File: config.mk
export PLATFORM = sky130hd
export DESIGN_NAME = batch_insertion_sorter
export DESIGN_NICKNAME = d
export VERILOG_FILES = /design/src/bis_pkg.sv /design/src/bis_cell.sv /design/src/batch_insertion_sorter.sv
export SDC_FILE = /design/constraint.sdc
export NUM_CORES = 2
export LEC_CHECK = 0
export ABC_AREA = 0
export BUFFER_PORTS_ARGS = -buffer_cell sky130_fd_sc_hd__buf_2
export CAP_MARGIN = 40
export CORE_MARGIN = 3
export CORE_UTILIZATION = 55
export CTS_BUF_LIST = sky130_fd_sc_hd__clkbuf_16
export CTS_CLUSTER_DIAMETER = 30
export DETAILED_ROUTE_END_ITERATION = 8
export PLACE_DENSITY_LB_ADDON = 0.12
export SLEW_MARGIN = 15
export SYNTH_ARGS = -nofsm -noshare
export SYNTH_HDL_FRONTEND = slang
export SYNTH_SLANG_ARGS = --single-unit
export TNS_END_PERCENT = 30
File: constraint.sdc
create_clock -name clk_i -period 11.9 [get_ports clk_i]
set_clock_uncertainty 0.2 [all_clocks]
set_input_delay 2.38 -clock clk_i [delete_from_list [all_inputs] [get_ports clk_i]]
set_output_delay 2.38 -clock clk_i [all_outputs]
set_load 0.01 [all_outputs]
File: src/bis_pkg.sv
// Shared constants and types for the batch insertion sorter.
`default_nettype none

package bis_pkg;

  localparam int unsigned CAPACITY = 16;
  localparam int unsigned CntW     = $clog2(CAPACITY + 1);

  typedef logic signed [31:0] value_t;
  typedef logic [CntW-1:0]    cnt_t;

  typedef struct packed {
    logic insert;
    logic pop;
  } cell_ctrl_t;

endpackage

`default_nettype wire

File: src/bis_cell.sv
// One sorter cell: holds a value, compares it to the incoming key and shifts.
`default_nettype none

module bis_cell
  import bis_pkg::*;
(
  input  wire        clk_i,
  input  cell_ctrl_t ctrl_i,
  input  wire        held_i,
  input  value_t     ins_val_i,
  input  wire        prev_move_i,
  input  value_t     prev_val_i,
  input  value_t     next_val_i,
  output logic       move_o,
  output value_t     val_o
);

  value_t val_q;
  value_t val_d;

  // Cell is displaced when empty or when its value is strictly greater.
  assign move_o = !held_i || (val_q > ins_val_i);
  assign val_o  = val_q;

  always_comb begin
    val_d = val_q;
    if (ctrl_i.pop) begin
      val_d = next_val_i;
    end else if (ctrl_i.insert && move_o) begin
      val_d = prev_move_i ? prev_val_i : ins_val_i;
    end
  end

  always_ff @(posedge clk_i) begin
    val_q <= val_d;
  end

endmodule

`default_nettype wire

File: src/batch_insertion_sorter.sv
// Batch insertion sorter: a row of cells that sorts each batch and drains it in order.
//
// Input channel (in_valid_i/in_ready_o, value_i, batch_end_i): one signed value per
// transaction. Every cell compares against the new value in parallel and the
// greater entries shift up one place, so one value is taken each cycle while a
// batch is being loaded. Values past CAPACITY are dropped and flagged.
// A transaction with batch_end_i set closes the batch; in_ready_o then drops
// and the batch drains from the bottom cell, one result per cycle while the
// receiver takes them, through an output register (out_valid_o/out_ready_i).
// After the closing transaction the drain flag is registered, then the first
// result is popped into the output register. last_out_o marks the final result and
// overflowed_o is set on every result of a batch that dropped values.
// A stalled receiver holds the output register and freezes the drain. The next
// batch is taken as soon as the last result enters the output register, even
// while that result still waits.
// Reset empties the batch, clears the overflow flag and the output valid flag.
`default_nettype none

module batch_insertion_sorter
  import bis_pkg::*;
(
  input  wire         clk_i,
  input  wire         rst_ni,
  input  wire         in_valid_i,
  output logic        in_ready_o,
  input  wire  [31:0] value_i,
  input  wire         batch_end_i,
  output logic        out_valid_o,
  input  wire         out_ready_i,
  output logic [31:0] sorted_value_o,
  output logic        last_out_o,
  output logic        overflowed_o
);

  cnt_t   cnt_q, cnt_d;
  logic   drain_q, drain_d;
  logic   ovf_q, ovf_d;
  logic   out_valid_q, out_valid_d;
  value_t out_val_q;
  logic   out_last_q;
  logic   out_ovf_q;

  logic       in_fire;
  logic       full;
  logic       pop;
  cell_ctrl_t ctrl;

  logic   [CAPACITY-1:0] move;
  value_t                cell_val [CAPACITY];

  assign in_ready_o = !drain_q;
  assign in_fire    = in_valid_i && in_ready_o;
  assign full       = (cnt_q == cnt_t'(CAPACITY));
  assign pop        = drain_q && (!out_valid_q || out_ready_i) && (cnt_q != '0);

  assign ctrl.insert = in_fire && !full;
  assign ctrl.pop    = pop;

  for (genvar i = 0; i < CAPACITY; i++) begin : g_cell
    logic   prev_move;
    value_t prev_val;
    value_t next_val;

    if (i == 0) begin : g_first
      assign prev_move = 1'b0;
      assign prev_val  = '0;
    end else begin : g_mid
      assign prev_move = move[i-1];
      assign prev_val  = cell_val[i-1];
    end

    if (i == CAPACITY - 1) begin : g_last
      assign next_val = '0;
    end else begin : g_inner
      assign next_val = cell_val[i+1];
    end

    bis_cell u_cell (
      .clk_i       (clk_i),
      .ctrl_i      (ctrl),
      .held_i      (cnt_q > cnt_t'(i)),
      .ins_val_i   (value_t'(value_i)),
      .prev_move_i (prev_move),
      .prev_val_i  (prev_val),
      .next_val_i  (next_val),
      .move_o      (move[i]),
      .val_o       (cell_val[i])
    );
  end

  always_comb begin
    cnt_d       = cnt_q;
    drain_d     = drain_q;
    ovf_d       = ovf_q;
    out_valid_d = out_valid_q;
    if (out_ready_i) begin
      out_valid_d = 1'b0;
    end
    if (in_fire) begin
      if (full) begin
        ovf_d = 1'b1;
      end else begin
        cnt_d = cnt_q + cnt_t'(1);
      end
      if (batch_end_i) begin
        drain_d = 1'b1;
      end
    end
    if (pop) begin
      out_valid_d = 1'b1;
      cnt_d       = cnt_q - cnt_t'(1);
      if (cnt_q == cnt_t'(1)) begin
        drain_d = 1'b0;
        ovf_d   = 1'b0;
      end
    end
  end

  always_ff @(posedge clk_i or negedge rst_ni) begin
    if (!rst_ni) begin
      cnt_q       <= '0;
      drain_q     <= 1'b0;
      ovf_q       <= 1'b0;
      out_valid_q <= 1'b0;
    end else begin
      cnt_q       <= cnt_d;
      drain_q     <= drain_d;
      ovf_q       <= ovf_d;
      out_valid_q <= out_valid_d;
    end
  end

  always_ff @(posedge clk_i) begin
    if (pop) begin
      out_val_q  <= cell_val[0];
      out_last_q <= (cnt_q == cnt_t'(1));
      out_ovf_q  <= ovf_q;
    end
  end

  assign out_valid_o    = out_valid_q;
  assign sorted_value_o = out_val_q;
  assign last_out_o     = out_last_q;
  assign overflowed_o   = out_ovf_q;

  a_cnt_bound: assert property (@(posedge clk_i) disable iff (!rst_ni)
    cnt_q <= cnt_t'(CAPACITY))
    else $error("fill count beyond capacity");

  a_pop_only_drain: assert property (@(posedge clk_i) disable iff (!rst_ni)
    pop |-> drain_q && !in_fire)
    else $error("pop outside drain or alongside input transaction");

  a_last_empties: assert property (@(posedge clk_i) disable iff (!rst_ni)
    (pop && cnt_q == cnt_t'(1)) |=> !drain_q && cnt_q == '0 && !ovf_q && out_last_q)
    else $error("final pop did not close the batch");

  a_no_drain_plain: assert property (@(posedge clk_i) disable iff (!rst_ni)
    (in_fire && !batch_end_i) |=> !drain_q)
    else $error("drain started without batch end");

endmodule

`default_nettype wire

==> results_dict.tcl <==
set metrics [dict create \
    required_ns 12.05 \
    maxCapViolations 0 \
    status "finished clean" \
    rrSetupSlack_ns 7.22 \
    synth_edf_count 514 \
    leakagePower_nw 19.65 \
    antenna_found_initial 4 \
    postSynthCellCount 3978 \
    ys_types 82 \
    reg2regPathDepth 11 \
    arrival_ns 6.82 \
    hold_violations 0 \
    drt-pass1-iter-count 7 \
    first_iter_violations 4933 \
    netlist_area_mm2 0.03969 \
    powerDensity_mw_per_mm2 353.9 \
    synth-warning-count 0 \
    hpwl_um 96870 \
    r2r_end "g_cell[11].u_cell.val_o[11]$_DFFE_PP_" \
    drive_above_1_share_pct 11.60 \
    rsz0062_at_grt "no" \
    period_minus_slack_ns 6.679 \
    cts_sinks 554 \
    r2r-start "cnt_q[0]$_DFFE_PN0P_" \
    drv_slew 0 \
    post-cts-setup-buffers 0 \
    fmax_ghz 0.1497 \
    die_h_um 274.6 \
    grt.total_usage_pct 36.86 \
    gp_congestion 0.9490 \
    finalCritPeriodShare_pct 56.13 \
    dieArea_mm2 0.07543 \
    tightest_slew_ns 1.132 \
    ys.flop_type "edfxtp_1" \
    area_growth_pct 15.20 \
    route.detailed.drc 0 \
    grt_first_pass_wirelength_um 210400 \
    cp_max_fo 33 \
    syn_avg_cell_area_um2 9.978 \
    clk_pin_slew_ns 0.04 \
    start_kind "primary input" \
    path_class "primary input to flip-flop" \
    synth_seq_cells 554 \
    holdCritStartpoint "g_cell[0].u_cell.val_o[11]$_DFFE_PP_" \
    num_rows 97 \
    cts_tree "built" \
    clk_latency_ns 0.73 \
    num-fill-cells 5708 \
    slew_headroom_pct 24.53 \
    fin_tns_setup_ns 0 \
    cts.htree.levels 4 \
    clockBufferDepth 3 \
    synth_nets 4532 \
    worstHoldEndpoint "sorted_value_o[11]$_DFFE_PP_" \
    finalNetCount 4557 \
    ios 73 \
    vias 34780 \
    endpoint_kind "flip-flop" \
    n_antenna_cell 0 \
    die_x_um 274.6 \
    grt_overflow 0 \
    initial_core_util_pct 56.10 \
    final_antenna_net_count 0 \
    min_path_cells 0 \
    routedWlPerCell_um 27.80 \
    ys_seq_area_share_pct 41.00 \
    port_buffers 72 \
    numCtsBuffers 147 \
    grt_max_degree 256 \
    finalSetupViolations 0 \
    root_buffer "clkbuf_16" \
    synthArstFlopShare_pct 1.444 \
    ctsHoldBuffers 0 \
    core_mm2 0.07076 \
    max-vdd-ir-drop_uv 210.2 \
    viasPerCell 6.871 \
    power.total_mw 16.18 \
    drt-total-wl_um 140700 \
    cts_resized 0 \
    grt_pass1_vias 33180 \
    min_path_type "flip-flop to flip-flop" \
]
==> final cells by class <==
cell class              count  area [um2]  area share, %
clock buffers             147        3679          8.044
clock inverters           121        1080          2.361
inverters                  73       281.5         0.6156
multi-input cells        3072       22110          48.35
flip-flops and latches    554       16280          35.59
well taps                 940        1176          2.572
repair buffers            155        1125          2.460
==> how the worst max path moves through the flow <==
| stage | startpoint | to | slack [ns] | depth (start not counted) |
|---|---|---|---|---|
| final | value_i[19] | g_cell[1].u_cell.val_o[20]$_DFFE_PP_ | 5.22 | 12 |
| after floorplan | value_i[31] | g_cell[4].u_cell.val_o[0]$_DFFE_PP_ | 4.13 | 12 |
| after global placement | value_i[15] | g_cell[11].u_cell.val_o[7]$_DFFE_PP_ | 4.66 | 12 |
| after CTS | value_i[15] | g_cell[8].u_cell.val_o[15]$_DFFE_PP_ | 5.44 | 11 |
| after detailed placement | value_i[15] | g_cell[8].u_cell.val_o[6]$_DFFE_PP_ | 4.71 | 11 |
| after global routing | value_i[19] | g_cell[1].u_cell.val_o[18]$_DFFE_PP_ | 5.20 | 12 |
==> through the flow <==
step / cell area [um2] / hold slack, ns / instances / util [%] / setup slack [ns]
5_1_grt: 45730 / 0.3088 / 5062 / 64.63 / 5.195
6_report: 45730 / 0.2979 / 5062 / 64.63 / 5.221
3_5_place_dp: 40900 / 0.2880 / 4788 / 57.81 / 4.715
3_3_place_gp: 40750 / 0.2883 / 4780 / 57.59 / 4.664
2_1_floorplan: 39690 / 0.2254 / 3978 / - / 4.131
4_1_cts: 45660 / 0.3012 / 5056 / 64.53 / 5.435
==> cell usage in the layout, fill, tap and decap left out, types with 7 or more instances in the layout <==
cell type	instances
a211oi_1	43
a21boi_0	7
a21o_1	68
a21oi_1	289
a2bb2oi_1	32
a31oi_1	71
and4_1	17
buf_2	72
buf_4	67
bufinv_16	14
clkbuf_16	147
clkinv_1	26
clkinv_2	28
dfrtp_1	8
dfxtp_1	32
edfxtp_1	514
ha_1	517
inv_1	98
inv_6	8
mux2i_1	314
nand2_1	468
nand2b_1	43
nand3_1	31
nand4_1	109
nor2_1	202
nor2b_1	26
nor3_1	46
nor4_1	20
o211ai_1	16
o21a_1	15
o21ai_0	348
o21ai_1	94
o221a_2	64
o221ai_1	8
o22ai_1	37
o31ai_1	66
==> layer usage <==
metal	share of wire [%]	wire, um	vias up	GRT usage, %
met1	41	57720	16800	51.61
met4	3.7	5189	0	14.71
met5	0	0	-	0
met2	44	62030	2214	56.08
met3	11	15770	402	7.509
li1	-	-	15370	-
==> critical path, cell delays in order <==
cell	delay (ns)
buf_2	0.45
inv_1	0.44
buf_4	0.32
ha_1	0.33
nand4_1	0.11
nor4_1	0.67
o311a_1	0.30
nor3_1	0.08
mux2_2	0.84
o21ai_0	0.20
nand2_1	0.11
buf_4	0.53
==> cell usage after synthesis, types with 33 or more instances <==
cell | instances | share of area [%]
ha_1 | 517 | 16
edfxtp_1 | 514 | 39
nand2_1 | 470 | 4.4
o21ai_0 | 353 | 4.5
mux2i_1 | 315 | 7.9
a21oi_1 | 294 | 3.7
nor2_1 | 202 | 1.9
clkbuf_1 | 201 | 1.9
nand4_1 | 109 | 1.7
o21ai_1 | 95 | 1.2
a31oi_1 | 71 | 1.1
a21o_1 | 69 | 1.3
inv_1 | 69 | 0.65
o31ai_1 | 67 | 1.3
o221a_2 | 64 | 1.8
buf_2 | 50 | 0.63
nor3_1 | 47 | 0.59
a211oi_1 | 43 | 0.81
nand2b_1 | 43 | 0.68
o22ai_1 | 37 | 0.58
nand3_1 | 33 | 0.42
==> power by group <==
group          switching [mW]  total [mW]  internal (mW)
clock network            1.27        3.81           2.54
logic                    4.62        7.33           2.71
registers                1.16        5.04           3.88
==> flip-flops by register name, indices dropped and copies added (netlist names) <==
register	flops
ovf_q	1
out_valid_o	1
g_cell.u_cell.val_o	512
cnt_q	5
overflowed_o	1
sorted_value_o	32
last_out_o	1
drain_q	1
==> cell families (layout without fill, tap and decap cells) <==
group                    Yosys count  after routing  share of synthesized area (%)
AO/OA/AOI/OAI                   1235           1235                          19.36
multiplexers                     316            316                          7.972
adder cells (fa/ha/maj)          517            517                          16.30
buffers and inverters            352            496                          3.760
XOR/XNOR                           3              3                        0.06621
AND/OR/NAND/NOR                 1001           1001                          11.54
flip-flops                       554            554                          41.00
Power figures use the tool's default switching activity.
